## config.mk

```make
export PLATFORM = sky130hd
export DESIGN_NAME = qfa_queue
export DESIGN_NICKNAME = d
export VERILOG_FILES = /design/src/sv/q16_16_fixed_point_alu_assert.svh /design/src/sv/qfa_pkg.sv /design/src/sv/qfa_queue.sv
export SDC_FILE = /design/constraint.sdc
export NUM_CORES = 1
export LEC_CHECK = 0
export BUFFER_PORTS_ARGS = -buffer_cell sky130_fd_sc_hd__buf_4
export CORE_MARGIN = 2
export CORE_UTILIZATION = 40
export CTS_BUF_LIST = sky130_fd_sc_hd__clkbuf_4 sky130_fd_sc_hd__clkbuf_8 sky130_fd_sc_hd__clkbuf_16
export CTS_CLUSTER_DIAMETER = 60
export DETAILED_ROUTE_END_ITERATION = 16
export GPL_TIMING_DRIVEN = 0
export PLACE_DENSITY = 0.65
export SYNTH_ARGS = -nofsm -noshare
export SYNTH_HDL_FRONTEND = slang
export SYNTH_SLANG_ARGS = --single-unit
```

## constraint.sdc

```tcl
create_clock -name clk -period 5.8 [get_ports clk]
set_clock_uncertainty 0.15 [all_clocks]
set_input_delay 0.29 -clock clk [delete_from_list [all_inputs] [get_ports clk]]
set_output_delay 0.29 -clock clk [all_outputs]
set_load 0.02 [all_outputs]
```

## src/sv/q16_16_fixed_point_alu_assert.svh

```systemverilog
// Assertion macros for the Q16.16 arithmetic unit.
`ifndef Q16_16_FIXED_POINT_ALU_ASSERT_SVH
`define Q16_16_FIXED_POINT_ALU_ASSERT_SVH

// Same-cycle implication, sampled on clk, off while arst_n is low.
`define QFA_ASSERT_IMP(lbl, ante, cons, msg) \
	lbl: assert property (@(posedge clk) disable iff (!arst_n) (ante) |-> (cons)) \
		else $error(msg);

// Next-cycle implication, sampled on clk, off while arst_n is low.
`define QFA_ASSERT_NXT(lbl, ante, cons, msg) \
	lbl: assert property (@(posedge clk) disable iff (!arst_n) (ante) |=> (cons)) \
		else $error(msg);

`endif

```

## src/sv/qfa_pkg.sv

```systemverilog
package qfa_pkg;

	localparam int DATA_W    = 32;
	localparam int FRAC_BITS = 16;
	localparam int NUM_W     = DATA_W + FRAC_BITS;
	localparam int DIV_STEPS = NUM_W;
	localparam int Q_DEPTH   = 4;
	localparam int Q_AW      = $clog2(Q_DEPTH);

	typedef enum logic [2:0] {
		OP_ADD   = 3'd0,
		OP_SUB   = 3'd1,
		OP_MUL   = 3'd2,
		OP_DIV   = 3'd3,
		OP_EQ    = 3'd4,
		OP_LT    = 3'd5,
		OP_FLOOR = 3'd6,
		OP_FRAC  = 3'd7
	} op_t;

	// One classified item as it waits in the queue.
	typedef struct packed {
		op_t               op;
		logic [DATA_W-1:0] lhs;
		logic [DATA_W-1:0] rhs;
		logic [NUM_W-1:0]  num_mag;
		logic [DATA_W-1:0] den_mag;
		logic              q_neg;
		logic              dz;
	} item_t;

	// One item inside the execution pipeline.
	typedef struct packed {
		logic              is_div;
		logic              q_neg;
		logic              dz;
		logic              flag;
		logic [DATA_W-1:0] res;
		logic [DATA_W-1:0] rem;
		logic [NUM_W-1:0]  num;
		logic [DATA_W-1:0] den;
	} stage_t;

	// One restoring division step: the quotient bit shifts into num.
	function automatic stage_t div_step(input stage_t st);
		stage_t          o;
		logic [DATA_W:0] trial;
		logic            qbit;
		o     = st;
		trial = {st.rem, st.num[NUM_W-1]};
		qbit  = (trial >= {1'b0, st.den});
		if (qbit) begin
			trial = trial - {1'b0, st.den};
		end
		o.rem = trial[DATA_W-1:0];
		o.num = {st.num[NUM_W-2:0], qbit};
		return o;
	endfunction

endpackage

```

## src/sv/qfa_queue.sv

```systemverilog
module qfa_queue (
	input  logic           clk,
	input  logic           arst_n,
	input  logic           push,
	input  qfa_pkg::item_t wr_item,
	output logic           full,
	input  logic           pop,
	output qfa_pkg::item_t rd_item,
	output logic           empty
);

	qfa_pkg::item_t             mem_q [qfa_pkg::Q_DEPTH];
	logic [qfa_pkg::Q_AW-1:0]   wr_ptr_q;
	logic [qfa_pkg::Q_AW-1:0]   rd_ptr_q;
	logic [qfa_pkg::Q_AW:0]     count_q;

	assign full    = (count_q == (qfa_pkg::Q_AW+1)'(qfa_pkg::Q_DEPTH));
	assign empty   = (count_q == '0);
	assign rd_item = mem_q[rd_ptr_q];

	always_ff @(posedge clk) begin
		if (push) begin
			mem_q[wr_ptr_q] <= wr_item;
		end
	end

	always_ff @(posedge clk or negedge arst_n) begin
		if (!arst_n) begin
			wr_ptr_q <= '0;
			rd_ptr_q <= '0;
			count_q  <= '0;
		end else begin
			if (push) begin
				wr_ptr_q <= wr_ptr_q + 1'b1;
			end
			if (pop) begin
				rd_ptr_q <= rd_ptr_q + 1'b1;
			end
			if (push && !pop) begin
				count_q <= count_q + 1'b1;
			end else if (pop && !push) begin
				count_q <= count_q - 1'b1;
			end
		end
	end

endmodule

```

# Word level (Yosys, flattened, before mapping)
# Memory sizes are Yosys's and may differ from the RTL's.
# Index checks and enable logic that the tools add are counted.
word_totals:
  romBits: 0
  in_bits: 153
  register_bits: 7
  latch_bits: 0
  output_inout_bits: 151
  mem_bits_rw: 596
  word_cells: 19
  n_memories: 1
op_classes:
  div_mod_pow: 0
  order_cmp: 0
  mux: 4
  n_addsub: 4
  reduce_logical: 6
  multipliers: 0
  n_eq_ne: 1
  shifts: 0
  n_bitwise: 0
mem_list:
  columns: ["name", "words", "word_bits", "rd", "rd_ports_with_merged_regs", "write_ports", "line_no", "rtl"]
  rows:
  - ["mem_q", 4, 149, 1, 0, 1, "qfa_queue.sv:12", "qfa_pkg::item_t mem_q [qfa_pkg::Q_DEPTH];"]
ops:
  columns: ["operator", "n"]
  rows:
  - ["$mux W3", 2]
  - ["$add A2 B1 Y2 const B", 2]
  - ["$add A3 B1 Y3 const B", 1]
  - ["$eq A3 B3 Y1 const B", 1]
  - ["$logic_not A3 Y1", 1]
  - ["$sub A3 B1 Y3 const B", 1]
  - ["$logic_and A1 B1 Y1", 2]
  - ["$logic_not A1 Y1", 2]
  - ["$mux W1", 2]
  - ["$reduce_bool A2 Y1", 1]

# Depth between registers and ports, before layout
logic_depth:
  ltp_word: 4
  ltp_mapped: 7
  ltp_nobuf: 7

# Worst setup path before layout
# No wires, ideal clock.
synth_timing:
  path_kind: "register -> register"
  from: "register wr_ptr_q[0] in the netlist's numbering"
  to: "memory mem_q[2][0] in the netlist's numbering, enable pin"
  arrival_time_ns: 4.023
  path_buffers: 0
  path_stages_with_launch: 4
  period_less_slack_ns: 4.699
  slack_ns: 1.101
  setup_time_ns: 0.526
  t_required_ns: 5.124
  path_cell_list: "dfrtp_1 > inv_1 > ha_1 > and2_1"
synth_rtl:
  columns: ["item", "line_no", "rtl"]
  rows:
  - ["start, declared", "qfa_queue.sv:13", "logic [qfa_pkg::Q_AW-1:0] wr_ptr_q;"]
  - ["start signal, assigned", "qfa_queue.sv:34", "wr_ptr_q <= wr_ptr_q + 1'b1;"]
  - ["end, declared", "qfa_queue.sv:12", null]
# No word-level cell before the write port.

==> results.toml <==
[global_routing]
grt_overflow = 0
grt_pass1_vias = 11500
grt_max_degree = 55
antenna_found_initial = 1
grt_pass1_wl_mm = 68.3
track_usage_pct = 16.1

[cts]
clk_latency_ns = 0.59
max-clock-path-buffers = 3
clk_pin_slew_ns = 0.06
clock-sinks = 603
cts_tree = "built"
htreeDepth = 2
clockRootBuffer = "clkbuf_16"
cts_resized = 0
numCtsBuffers = 61

[die]
initial_core_util_pct = 40.6
fp-row-count = 85
dieHeight_um = 238
die_w_um = 238
coreArea_mm2 = 0.0539
ios = 304
dieArea_mm2 = 0.0566

[route]
drt-initial-drc-count = 568
ant_nets = 0
wl_per_cell_um = 21.7
routed_wl_mm = 45.3
routed_via_density = 4.98
drc_errors = 0
firstDrtPassIters = 4
vias = 10400

[logic_synthesis]
syn_nets = 972
synth_seq_cells = 603
synth-seq-area-share_pct = 82.6
netlist.area_leader.share_pct = 81.8
syn_avg_cell_area_um2 = 26.9
yosys_warnings = 0
syn_area_mm2 = 0.0219
netlist_instances = 813
yosys.area.top_type = "edfxtp_1"
ys_types = 18
synth_area_leaders = "edfxtp_1, mux4_2, dfrtp_1"

[power]
powerDensity_mw_per_mm2 = 509
p_total_mw = 14.6
leakage_nw = 9.93
peakVddDrop_v = 0.000309

[final_layout]
stdcell_count = 2085
fill_cells = 4135
final_core_util_pct = 53.3
nets = 1502
area_growth_pct = 31.4
diodes = 0
drive_gt1_share_pct = 42.5

[critical_path]
ff2ff_path_depth = 5
timing.rr.start = "wr_ptr_q[1]$_DFFE_PN0P_"
critPathRequiredTime_ns = 5.36
endpoint_kind = "primary output"
path_max_fanout = 10
rrSetupSlack_ns = 3.21
worst_ep_arrival_time_ns = 2.85
crit_chain = "buf_2 -> clkbuf_1 -> buf_2 -> mux4_2 -> buf_4"
cp-start-kind = "flip-flop"
cp_slowest_stage_delay_ns = 0.75
cp_common_cell = "buf_2"
cpMaxStageDelayCell = "clkbuf_1"
r2r_end = "mem_q[1][64]$_DFFE_PP_"
path_class = "reg -> out"

[timing]
tns_ns = 0
min_period_over_period_pct = 56.8
layout_setup_ws_ns = 2.51
relSlewSlack_pct = 35.1
setup_viol = 0
final_max_slew_viol_count = 0
clock.fmax_mhz = 304
period_needed_ns = 3.29
grt_setup_unrepaired = "no"
worst_pin_slew_ns = 0.974
finalHoldViolations = 0

[worst_hold_path]
holdPathEnd = "mem_q[2][33]$_DFFE_PP_"
hp-class = "in -> reg"
holdPathStages = 2
min_from = "wr_item[33]"

[job]
cap_viol_max_count = 0

[placed_design]
hpwl_mm = 27.9
globalplace.congestion = 0.698
portBuffers = 303
place_inst = 1823
pre_cts_ws_ns = 2.98

[outcome]
outcome = "completed"
layout make-up:
cell class,instances,area (um2),area share [%]
plain buffers,34,231,0.805
multi-input cells,172,3570,12.4
inverters,4,15.0,0.0522
well taps,696,871,3.03
flip-flops and latches,603,18100,62.9
clock buffers,73,1620,5.62
repair buffers,467,4100,14.3
clock inverters,36,270,0.940
worst max-delay path by stage:
| stage | endpoint | cells past startpoint | from | slack (ns) |
|---|---|---|---|---|
| final | rd_item[97] | 5 | rd_ptr_q[1]$_DFFE_PN0P_ | 2.51 |
| after global routing | rd_item[105] | 5 | rd_ptr_q[1]$_DFFE_PN0P_ | 2.30 |
| after CTS | rd_item[97] | 5 | rd_ptr_q[1]$_DFFE_PN0P_ | 2.31 |
| after detailed placement | rd_item[97] | 5 | rd_ptr_q[1]$_DFFE_PN0P_ | 2.98 |
| after global placement | mem_q[0][64]$_DFFE_PP_ | 3 | wr_ptr_q[0]$_DFFE_PN0P_ | -2.01 |
| after floorplan | mem_q[2][0]$_DFFE_PP_ | 3 | wr_ptr_q[0]$_DFFE_PN0P_ | 1.10 |
cell families after synthesis:
logic type      after synthesis  synth area share (%)
mux                         150                  15.4
buf+inv                      38                  1.13
xor+xnor                      6                 0.240
simple gates                  9                 0.223
flops                       603                  82.6
fa+ha+maj                     6                 0.378
compound gates                1                0.0229
synth_stat cells:
master	n
mux4_2	149
nor2_1	1
ha_1	5
nor3b_1	1
xnor2_1	2
xor2_1	4
mux2_2	1
inv_1	4
nor3_1	1
buf_2	17
buf_6	11
nand2_1	2
clkbuf_1	6
and2_1	4
edfxtp_1	596
dfrtp_1	7
fa_1	1
o21ai_0	1
state kept, by name (all words and copies together) (netlist names):
| name | flops |
|---|---|
| mem_q | 596 |
| count_q | 3 |
| rd_ptr_q | 2 |
| wr_ptr_q | 2 |
routing by layer:
metal  routed length, um  vias up  global-route usage (%)  share of wire, %
met4                1080        2                    5.39               2.4
met3                2840       65                    4.07               6.3
met2               23300      267                    27.9                51
li1                    -     4595                       -                 -
met5                  11        -                       0             0.024
met1               18100     5453                    19.9                40
what timing repair did:
action	4_1_cts	5_1_grt
endpoints found under the hold margin	608	0
buffers inserted	0	0
hold buffers	153	0
worst max-delay path: cells and delay by family, from the launching register on:
| family | cells | cell delay [ns] |
|---|---|---|
| buffers and inverters | 4 | 1.57 |
| flip-flops | 1 | 0.31 |
| multiplexers | 1 | 0.37 |
where the power goes:
part	internal, mW	switching (mW)	total [mW]
Sequential	5.69	0.163	5.85
Combinational	2.29	2.80	5.09
Clock	2.11	1.59	3.70
Total	10.1	4.55	14.6
metrics by stage:
stage / hold slack, ns / instance area (um2)
floorplan: -0.156 / 21900
detailed placement: -0.0377 / 25300
global placement: -0.0385 / 25000
global route: 0.247 / 28700
finish: 0.281 / 28700
CTS: 0.236 / 28700
cells in the final DEF, fill, tap and decap left out, drive strengths merged, types with 3 or more instances in the layout:
cell type    count
inv              7
dfrtp            7
clkinv          28
edfxtp         596
and2             4
mux4           149
xor2             4
dlygate4sd3    153
buf            342
clkbuf          79
bufinv           3
ha               5
(Power assumes the default switching activity.)
