==> config.mk <==
export PLATFORM = sky130hd
export DESIGN_NAME = qfa_front
export DESIGN_NICKNAME = d
export VERILOG_FILES = /design/src/sv/q16_16_fixed_point_alu_assert.svh /design/src/sv/qfa_pkg.sv /design/src/sv/qfa_front.sv
export SDC_FILE = /design/constraint.sdc
export NUM_CORES = 1
export LEC_CHECK = 0
export ABC_AREA = 1
export BUFFER_PORTS_ARGS = -buffer_cell sky130_fd_sc_hd__clkbuf_2
export CAP_MARGIN = 10
export CORE_ASPECT_RATIO = 0.75
export CORE_MARGIN = 3
export CORE_UTILIZATION = 38
export DETAILED_ROUTE_END_ITERATION = 6
export GPL_TIMING_DRIVEN = 0
export PLACE_DENSITY = 0.85
export SLEW_MARGIN = 10
export SYNTH_ARGS = -nofsm -noshare
export SYNTH_HDL_FRONTEND = slang
export SYNTH_SLANG_ARGS = --single-unit
==> constraint.sdc <==
create_clock -name vclk -period 0.8
set_input_delay 0.04 -clock vclk [all_inputs]
set_output_delay 0.04 -clock vclk [all_outputs]
set_load 0.01 [all_outputs]
==> src/sv/q16_16_fixed_point_alu_assert.svh <==
// Assertion macros for the Q16.16 arithmetic unit.
`ifndef Q16_16_FIXED_POINT_ALU_ASSERT_SVH
`define Q16_16_FIXED_POINT_ALU_ASSERT_SVH

// Same-cycle implication, sampled on clk, off while arst_n is low.
`define QFA_ASSERT_IMP(lbl, ante, cons, msg) \
	lbl: assert property (@(posedge clk) disable iff (!arst_n) (ante) |-> (cons)) \
		else $error(msg);

// Next-cycle implication, sampled on clk, off while arst_n is low.
`define QFA_ASSERT_NXT(lbl, ante, cons, msg) \
	lbl: assert property (@(posedge clk) disable iff (!arst_n) (ante) |=> (cons)) \
		else $error(msg);

`endif

==> src/sv/qfa_pkg.sv <==
package qfa_pkg;

	localparam int DATA_W    = 32;
	localparam int FRAC_BITS = 16;
	localparam int NUM_W     = DATA_W + FRAC_BITS;
	localparam int DIV_STEPS = NUM_W;
	localparam int Q_DEPTH   = 4;
	localparam int Q_AW      = $clog2(Q_DEPTH);

	typedef enum logic [2:0] {
		OP_ADD   = 3'd0,
		OP_SUB   = 3'd1,
		OP_MUL   = 3'd2,
		OP_DIV   = 3'd3,
		OP_EQ    = 3'd4,
		OP_LT    = 3'd5,
		OP_FLOOR = 3'd6,
		OP_FRAC  = 3'd7
	} op_t;

	// One classified item as it waits in the queue.
	typedef struct packed {
		op_t               op;
		logic [DATA_W-1:0] lhs;
		logic [DATA_W-1:0] rhs;
		logic [NUM_W-1:0]  num_mag;
		logic [DATA_W-1:0] den_mag;
		logic              q_neg;
		logic              dz;
	} item_t;

	// One item inside the execution pipeline.
	typedef struct packed {
		logic              is_div;
		logic              q_neg;
		logic              dz;
		logic              flag;
		logic [DATA_W-1:0] res;
		logic [DATA_W-1:0] rem;
		logic [NUM_W-1:0]  num;
		logic [DATA_W-1:0] den;
	} stage_t;

	// One restoring division step: the quotient bit shifts into num.
	function automatic stage_t div_step(input stage_t st);
		stage_t          o;
		logic [DATA_W:0] trial;
		logic            qbit;
		o     = st;
		trial = {st.rem, st.num[NUM_W-1]};
		qbit  = (trial >= {1'b0, st.den});
		if (qbit) begin
			trial = trial - {1'b0, st.den};
		end
		o.rem = trial[DATA_W-1:0];
		o.num = {st.num[NUM_W-2:0], qbit};
		return o;
	endfunction

endpackage

==> src/sv/qfa_front.sv <==
module qfa_front (
	input  logic [2:0]              kind,
	input  logic signed [31:0]      lhs,
	input  logic signed [31:0]      rhs,
	output qfa_pkg::item_t          item
);

	logic [qfa_pkg::DATA_W-1:0] a_mag;
	logic [qfa_pkg::DATA_W-1:0] b_mag;

	// Split operands into sign and magnitude for the divider.
	always_comb begin
		a_mag = lhs[31] ? (~lhs + 32'd1) : lhs;
		b_mag = rhs[31] ? (~rhs + 32'd1) : rhs;
		item.op      = qfa_pkg::op_t'(kind);
		item.lhs     = lhs;
		item.rhs     = rhs;
		item.num_mag = {a_mag, {qfa_pkg::FRAC_BITS{1'b0}}};
		item.den_mag = b_mag;
		item.q_neg   = lhs[31] ^ rhs[31];
		item.dz      = (rhs == 32'sd0);
	end

endmodule

; ---- Yosys cells after proc, flatten, opt, wreduce, memory -nomap -nowiden
; Cells that the tools add are included.
[word_totals]
regBits = 0
elab_cells = 8
in_bits = 67
output_inout_bits = 149
[classes]
n_addsub = 2
mux = 2
n_bitwise = 3
reduce_logical = 1
[ops]
columns = operator, count
row1 = 32-bit by 1-bit adder with 32-bit output (second input constant), 2
row2 = 32-bit two-way mux, 2
row3 = 32-bit inverter, 2
row4 = 32-bit logical NOT, 1
row5 = 1-bit bitwise XOR, 1

; ---- Longest topological paths before layout
; Gate-level depths: netlist (run 1).
[logic_depth]
word_depth = 3
mapped_depth = 9

; ---- Worst setup path after synthesis (run 1)
; Ideal clock, no wire load.
[synth_path]
kind = input to output
from = in rhs[0]
to = out item[0] in the netlist's numbering
path_buffers = 0
path_slack_ps = -155
path_stages = 6
arrival_time_ps = 915
cell_sequence = inv_1 -> ha_1 -> nand2_2 -> nor2_8 -> nand2_1 -> nor3_1
[synth_rtl]
columns = item, line
row1 = from (decl), qfa_front.sv:4  ; input logic signed [31:0] rhs,
row2 = to (decl), qfa_front.sv:5  ; output qfa_pkg::item_t item

==> impl_metrics.env, run 1 <==
export IMPL_status="finished with violations"
export IMPL_violations="negative setup slack"
export IMPL_cp_data_arrival_time_ns=1.20
export IMPL_dp_slack_ns=-0.452
export IMPL_dp_cells=817
export IMPL_ant_nets=0
export IMPL_yosysWarnings=0
export IMPL_worst_path_dominant_cell_family="simple AND/OR/NAND/NOR gates"
export IMPL_hold_class="input port to output pin"
export IMPL_ff_latch_area_um2=0
export IMPL_die_w_um=103
export IMPL_rsz0062_at_grt="true"
export IMPL_synthToLayoutAreaGrowth_pct=104
export IMPL_synth_area_um2=2680
export IMPL_p_leak_nw=2.91
export IMPL_maxCapViolCount=0
export IMPL_gr_total_overflow=0
export IMPL_finalWirelength_mm=14.7
export IMPL_drt_iter0_drc=317
export IMPL_worst_path_most_repeated_cell="nand2_2"
export IMPL_cp_required_ns=0.76
export IMPL_critPathMaxFanout=5
export IMPL_drive_above_1_share_pct=65.6
export IMPL_firstDrtPassIters=6
export IMPL_place_area_um2=3920
export IMPL_core_um2=6570
export IMPL_setup_viol=59
export IMPL_drc=0
export IMPL_dpl_hpwl_mm=9.21
export IMPL_worstPathCellList="clkbuf_16, nor2_4, nand2_2, nor2_4, nand2_2, nand2_4, nand2_2, nand2_1, nand2_1, buf_2"
export IMPL_p_per_area_nw_per_um2=578
export IMPL_cts_hold_buf=0
export IMPL_period_minus_slack_ns=1.24
export IMPL_synthCells=526
export IMPL_grt_max_degree=11
export IMPL_place_congestion=0.931
export IMPL_grt_pass1_vias=3807
export IMPL_clkbuf_count=0
export IMPL_chipHeight_um=78.8
export IMPL_routed_via_count=4528
export IMPL_crit_buf_inv=2
export IMPL_final_cell_mix="nand2_1, buf_4, clkbuf_2"
export IMPL_via_per_inst=5.36
export IMPL_maxSlewViolCount=0
export IMPL_layout_commonest_cell="nand2_1"
export IMPL_routedWlPerCell_um=17.4
export IMPL_io_pins=216
export IMPL_fmax_mhz=807
export IMPL_crit_type="input port to output pin"
export IMPL_utilization_pct=83.2
export IMPL_start_util_pct=40.8
export IMPL_sequential_cell_total=0
export IMPL_final_cells=845
export IMPL_critPathLaunchType="input port"
export IMPL_ys_seq_area_share_pct=0
export IMPL_cpPeakStageDelay_ns=0.21
export IMPL_total_power_w=0.00316
export IMPL_diodes=0
export IMPL_antenna_found_initial=0
export IMPL_hold_viol_final=0
export IMPL_die_area_um2=8110
export IMPL_irDropWorstVdd_mv=0.445
export IMPL_avgSynthCellArea_um2=5.10
export IMPL_setup_slack_ns=-0.439
export IMPL_synth_cell_types=22
export IMPL_num_nets_final=835
export IMPL_grt_pass1_wl_mm=18.5
export IMPL_rows=25
export IMPL_cp_end_kind="output pin"
export IMPL_finish_instance_area_um2=5470
export IMPL_grt_total_usage_pct=27.7
export IMPL_io_buffers=195
export IMPL_fin_crit_sh_pct=155
export IMPL_crit_slowest_cell="nor2_4"
-- final timing paths --
kind                start        end  slack [ns]  cells past startpoint
setup / recovery   lhs[5]   item[67]       -0.44                     10
hold / removal    kind[2]  item[148]        0.27                      2
-- per-layer routing --
| metal | vias to the layer above | wire length, um | track usage, % | share of wire (%) |
|---|---|---|---|---|
| met3 | 107 | 1710 | 3.78 | 12 |
| met2 | 395 | 7240 | 48.5 | 49 |
| met4 | 0 | 924 | 5.69 | 6.3 |
| met1 | 2042 | 4840 | 36.0 | 33 |
| met5 | - | 0 | 0 | 0 |
| li1 | 1984 | - | - | - |
-- what timing repair did --
| action | 4_1_cts | 5_1_grt |
|---|---|---|
| pin swaps | 68 | 76 |
| resized for setup | 178 | 237 |
| endpoints found under the setup margin | 63 | 63 |
| buffers inserted | 12 | 16 |
-- through the flow --
stage,hold WS (ns),setup TNS (ns)
floorplan,0.144,0
global placement,0.270,-18.03
detailed placement,0.269,-19.05
CTS,0.269,-13.83
global route,0.270,-22.59
finish,0.268,-18.91
-- area by class of cell --
| cell class | instances | area [um2] |
|---|---|---|
| Multi-Input combinational cell | 406 | 2740 |
| Tap cell | 81 | 101 |
| Fill cell | 377 | 1100 |
| Timing Repair Buffer | 223 | 1680 |
| Inverter | 42 | 200 |
| Buffer | 93 | 744 |
-- where the power goes --
group	leakage, nW	switching (W)	internal (W)
Sequential	0	0	0
Combinational	2.91	0.00168	0.00148
Clock	0	0	0
-- synthesized netlist by cell type --
library cell  count  share of area [%]
nand3_2           1               0.37
nand2_2          11                2.6
xor2_1           10                3.3
xnor2_1          20                6.5
inv_2             2               0.28
buf_2             6                1.1
nor2_2           10                2.3
a21oi_1           2               0.37
clkbuf_1          1               0.14
nor2_4            3                1.3
nor3_1            3               0.56
ha_1              2               0.93
nor2_1           84                 12
nand3_1          32                6.0
inv_1            40                5.6
nor2_8            2                1.5
conb_1            1               0.14
buf_4            86                 24
nand2_1         187                 26
nand4_1           3               0.70
nand3b_1          7                2.0
o21ai_0          13                2.4
-- cell families (layout without fill, tap and decap cells) --
family,count (synthesis),in the layout,share of synthesized area [%]
AOI/OAI and AO/OA,15,15,2.80
xor gates and xnor gates,30,30,9.79
other,1,16,0.140
adders and majority gates,2,2,0.933
buffers and inverters,135,358,31.2
and+or+nand+nor,343,343,55.1
Note: power is estimated with default switching activity, not from simulation.
==> run 2, diff against run 1 <==
--- a/config.mk
+++ b/config.mk
@@ -10,10 +10,10 @@
 export CAP_MARGIN = 10
 export CORE_ASPECT_RATIO = 0.75
 export CORE_MARGIN = 3
-export CORE_UTILIZATION = 38
+export CORE_UTILIZATION = 40
 export DETAILED_ROUTE_END_ITERATION = 6
 export GPL_TIMING_DRIVEN = 0
-export PLACE_DENSITY = 0.85
+export PLACE_DENSITY = 0.86
 export SLEW_MARGIN = 10
 export SYNTH_ARGS = -nofsm -noshare
 export SYNTH_HDL_FRONTEND = slang
==> constraint.sdc (replaced) <==
create_clock -name vclk -period 1.44
set_input_delay 0.072 -clock vclk [all_inputs]
set_output_delay 0.072 -clock vclk [all_outputs]
set_load 0.01 [all_outputs]
==> run 2 against run 1 <==
The flow now finishes without violations. Combinational power shrank 61%. Flip-flop and latch count unchanged. Hold slack gained 0.064 ns. Worst setup slack improved by 0.55 ns. Via count down 15%. Utilization is 23 points lower. Clock-buffer cell count stayed put. Critical path depth fell by 1. Total power shrank 61%. Non-clock buffer count fell by 28. Wire length is 31% lower. Largest power group unchanged. Largest cell class unchanged. Critical endpoint is now item[18].
==> impl_metrics.env, run 2 (synthesis gave the netlist of run 1 again) <==
export IMPL_chipHeight_um=76.9
export IMPL_maxSlewViolCount=0
export IMPL_multi_input_area_um2=1930
export IMPL_ant_nets=0
export IMPL_grt_pass1_wl_mm=16.1
export IMPL_io_buffers=195
export IMPL_cts_setup_buffers=0
export IMPL_dpl_hpwl_mm=8.89
export IMPL_antenna_found_initial=0
export IMPL_crit_type="input port to output pin"
export IMPL_nFillCells=649
export IMPL_cp_end_kind="output pin"
export IMPL_setup_slack_ns=0.107
export IMPL_cp_required_ns=1.37
export IMPL_diodes=0
export IMPL_whs_ns=0.333
export IMPL_period_minus_slack_ns=1.33
export IMPL_cpPeakStageDelay_ns=0.19
export IMPL_routed_via_count=3828
export IMPL_setup_viol=0
export IMPL_via_per_inst=4.69
export IMPL_gr_total_overflow=0
export IMPL_cts_hold_buf=0
export IMPL_fmax_mhz=750
export IMPL_sequential_cell_total=0
export IMPL_p_leak_nw=2.34
export IMPL_ff_latch_area_um2=0
export IMPL_drt_iter0_drc=259
export IMPL_finalWirelength_mm=10.1
export IMPL_finish_instance_area_um2=3850
export IMPL_hold_class="input port to output pin"
export IMPL_hold_viol_final=0
export IMPL_maxCapViolCount=0
export IMPL_routedWlPerCell_um=12.4
export IMPL_core_um2=6410
export IMPL_rsz0062_at_grt="true"
export IMPL_drive_above_1_share_pct=43.8
export IMPL_critPathLaunchType="input port"
export IMPL_cp_data_arrival_time_ns=1.26
export IMPL_crit_slowest_cell="ha_1"
export IMPL_die_area_um2=7740
export IMPL_dp_slack_ns=0.0583
export IMPL_grt_pass1_vias=3417
export IMPL_irDropWorstVdd_mv=0.213
export IMPL_grt_total_usage_pct=24.6
export IMPL_worstPathCellList="clkbuf_2, inv_1, ha_1, nand2_2, nor2_8, nand2_1, nand2_1, xnor2_1, clkbuf_2"
export IMPL_die_w_um=101
export IMPL_p_per_area_nw_per_um2=321
export IMPL_fin_crit_sh_pct=92.6
export IMPL_total_power_w=0.00124
export IMPL_place_congestion=0.895
export IMPL_rows=25
export IMPL_final_cell_mix="clkbuf_2, nand2_1, buf_4"
export IMPL_place_area_um2=3820
export IMPL_tns_ns=0
export IMPL_clkbuf_count=0
export IMPL_start_util_pct=41.8
export IMPL_drc=0
export IMPL_io_pins=216
export IMPL_status="completed"
export IMPL_synthToLayoutAreaGrowth_pct=43.4
export IMPL_num_nets_final=807
export IMPL_firstDrtPassIters=5
export IMPL_layout_commonest_cell="clkbuf_2"
export IMPL_critPathMaxFanout=6
export IMPL_grt_max_degree=11
-- run 2: changes by cell type in the layout (fill, tap and decap cells not counted), moves of 10 or more --
cell,change
xnor2_2,-10
nand2_2,-44
buf_4,-27
clkbuf_2,+92
o21ai_0,+10
nand2_4,-20
nand2_1,+64
xnor2_1,+10
clkbuf_16,-10
nor2_1,+52
buf_2,-38
nor2_4,-44
buf_6,-22
-- run 2: worst paths after layout --
path	startpoint	end	cells past startpoint
setup / recovery	rhs[0]	item[18]	9
hold / removal	kind[2]	item[148]	2
-- run 2: area by class of cell --
cell class	count	share of cell area (%)
well taps	81	2.63
multi-input cells	406	50.2
plain buffers	93	17.7
inverters	42	4.10
repair buffers	195	25.4
-- run 2: stage by stage --
step           std cells  utilization, %
6_report             817            60.0
5_1_grt              817            60.0
4_1_cts              817            59.5
3_5_place_dp         817            59.5
3_3_place_gp         817            59.5
2_1_floorplan        541               -
-- run 2: critical path, delay by kind of cell --
family        cells  cell delay [ns]
simple gates      4             0.55
xor+xnor          1             0.12
buf+inv           3             0.34
fa+ha+maj         1             0.19
-- run 2: power breakdown --
group / switching (W) / internal (W) / total, W / leakage, nW
logic: 0.000697 / 0.000539 / 0.00124 / 2.34
registers: 0 / 0 / 0 / 0
clock network: 0 / 0 / 0 / 0
total: 0.000697 / 0.000539 / 0.00124 / 2.34
-- run 2: metal layers --
metal	share of wire, %	track usage (%)
met1	41	33.1
met2	48	42.9
met3	9.7	3.00
met4	1.3	2.69
met5	0	0
-- run 2: what timing repair did --
action,in CTS,in global routing
gates resized for setup,0,8
hold endpoints to repair,0,0
setup endpoints to repair,0,16
==> run 3, diff against run 2 <==
--- a/config.mk
+++ b/config.mk
@@ -8,11 +8,10 @@
 export ABC_AREA = 1
 export BUFFER_PORTS_ARGS = -buffer_cell sky130_fd_sc_hd__clkbuf_2
 export CAP_MARGIN = 10
-export CORE_ASPECT_RATIO = 0.75
+export CORE_ASPECT_RATIO = 0.7
 export CORE_MARGIN = 3
 export CORE_UTILIZATION = 40
 export DETAILED_ROUTE_END_ITERATION = 6
-export GPL_TIMING_DRIVEN = 0
 export PLACE_DENSITY = 0.86
 export SLEW_MARGIN = 10
 export SYNTH_ARGS = -nofsm -noshare
==> run 3 against run 2 <==
Final cell count shrank 9.5%. Worst setup slack lost 0.028 ns. Hold slack lost 0.19 ns. Clock-buffer cell count is the same. Wire length shrank 5.1%. Flip-flop and latch count is the same. Utilization shrank 9.2 points. Critical endpoint is now item[20]. Maximum frequency shrank 2.1%.
==> impl_metrics.env, run 3 (synthesis gave the netlist of run 1 again) <==
export IMPL_status="completed"
export IMPL_gr_total_overflow=0
export IMPL_irDropWorstVdd_mv=0.154
export IMPL_rsz0062_at_grt="false"
export IMPL_grt_total_usage_pct=22.1
export IMPL_die_area_um2=7740
export IMPL_clkbuf_count=0
export IMPL_grt_pass1_vias=2906
export IMPL_ff_latch_area_um2=0
export IMPL_cp_data_arrival_time_ns=1.29
export IMPL_drc=0
export IMPL_grt_max_degree=28
export IMPL_critPathMaxFanout=5
export IMPL_startpoint="rhs[17]"
export IMPL_cp_required_ns=1.37
export IMPL_hold_viol_final=0
export IMPL_synthToLayoutAreaGrowth_pct=20.5
export IMPL_start_util_pct=42.1
export IMPL_fin_crit_sh_pct=94.6
export IMPL_hp_start="kind[0]"
export IMPL_diodes=0
export IMPL_p_per_area_nw_per_um2=331
export IMPL_maxCapViolCount=0
export IMPL_final_cells=739
export IMPL_drive_above_1_share_pct=36.1
export IMPL_setup_viol=0
export IMPL_hold_class="input port to output pin"
export IMPL_fmax_mhz=734
export IMPL_dp_cells=739
export IMPL_routedWlPerCell_um=13.0
export IMPL_io_buffers=194
export IMPL_finish_instance_area_um2=3230
export IMPL_via_per_inst=4.79
export IMPL_layout_commonest_cell="clkbuf_2"
export IMPL_core_um2=6370
export IMPL_crit_type="input port to output pin"
export IMPL_tns_ns=0
export IMPL_total_power_w=0.00107
export IMPL_p_leak_nw=1.92
export IMPL_place_congestion=0.995
export IMPL_period_minus_slack_ns=1.36
export IMPL_firstDrtPassIters=5
export IMPL_dpl_hpwl_mm=8.53
export IMPL_cts_hold_buf=0
export IMPL_sequential_cell_total=0
export IMPL_nFillCells=716
export IMPL_cp_end_kind="output pin"
export IMPL_drt_iter0_drc=215
export IMPL_finalWirelength_mm=9.61
export IMPL_chipHeight_um=74.5
export IMPL_place_area_um2=3200
export IMPL_grt_pass1_wl_mm=14.3
export IMPL_rows=24
export IMPL_multi_input_area_um2=1930
export IMPL_final_cell_mix="clkbuf_2, nand2_1, nor2_1"
export IMPL_worstHoldEndpoint="item[146]"
export IMPL_io_pins=216
export IMPL_critPathLaunchType="input port"
export IMPL_num_nets_final=719
export IMPL_ant_nets=0
export IMPL_die_w_um=104
export IMPL_utilization_pct=50.8
export IMPL_maxSlewViolCount=0
export IMPL_routed_via_count=3538
export IMPL_hold_depth=0
export IMPL_antenna_found_initial=0
run 3: changes by cell type in the layout (fill, tap and decap cells not counted), sizes merged:
cell    before  now
clkbuf     196  194
buf         92    6
run 3: layout make-up:
| type | count | share of cell area, % |
|---|---|---|
| Inverter | 42 | 4.88 |
| Multi-Input combinational cell | 406 | 59.8 |
| Tap cell | 91 | 3.52 |
| Timing Repair Buffer | 200 | 31.8 |
run 3: stage by stage:
stage	hold slack (ns)	worst slack (ns)
3_3_place_gp	0.144	0.131
4_1_cts	0.144	0.0807
5_1_grt	0.144	0.0208
2_1_floorplan	0.224	0.421
3_5_place_dp	0.144	0.0804
6_report	0.144	0.0784
run 3: timing repair:
item / CTS / global route
gates resized for setup: 0 / 8
endpoints found under the setup margin: 0 / 15
buffers inserted: 0 / 0
endpoints found under the hold margin: 0 / 0
run 3: power by group:
part	switching, W	internal (W)	total [W]
sequential	0	0	0
combinational	0.000667	0.000402	0.00107
clock	0	0	0
total	0.000667	0.000402	0.00107
run 3: critical path: stages:
cell and delay (ns):
clkbuf_2 0.12, nor2_1 0.24, nand2_1 0.21, o21ai_0 0.33, nand2_1 0.10, nand2_1 0.07, nand2_1 0.04, clkbuf_2 0.12
run 3: worst max path at each step:
stage,to,slack [ns],cells after the start
floorplan,item[0],0.42,6
global placement,item[16],0.13,8
detailed placement,item[72],0.08,10
finish,item[20],0.08,8
global route,item[18],0.02,9
CTS,item[72],0.08,10
run 3: layer usage:
metal / global-route usage, % / wire length [um] / up-vias
li1: - / - / 1759
met1: 33.7 / 4290 / 1603
met2: 34.9 / 4260 / 176
met3: 2.69 / 1060 / 0
met4: 0.737 / 0 / 0
met5: 0 / 0 / -
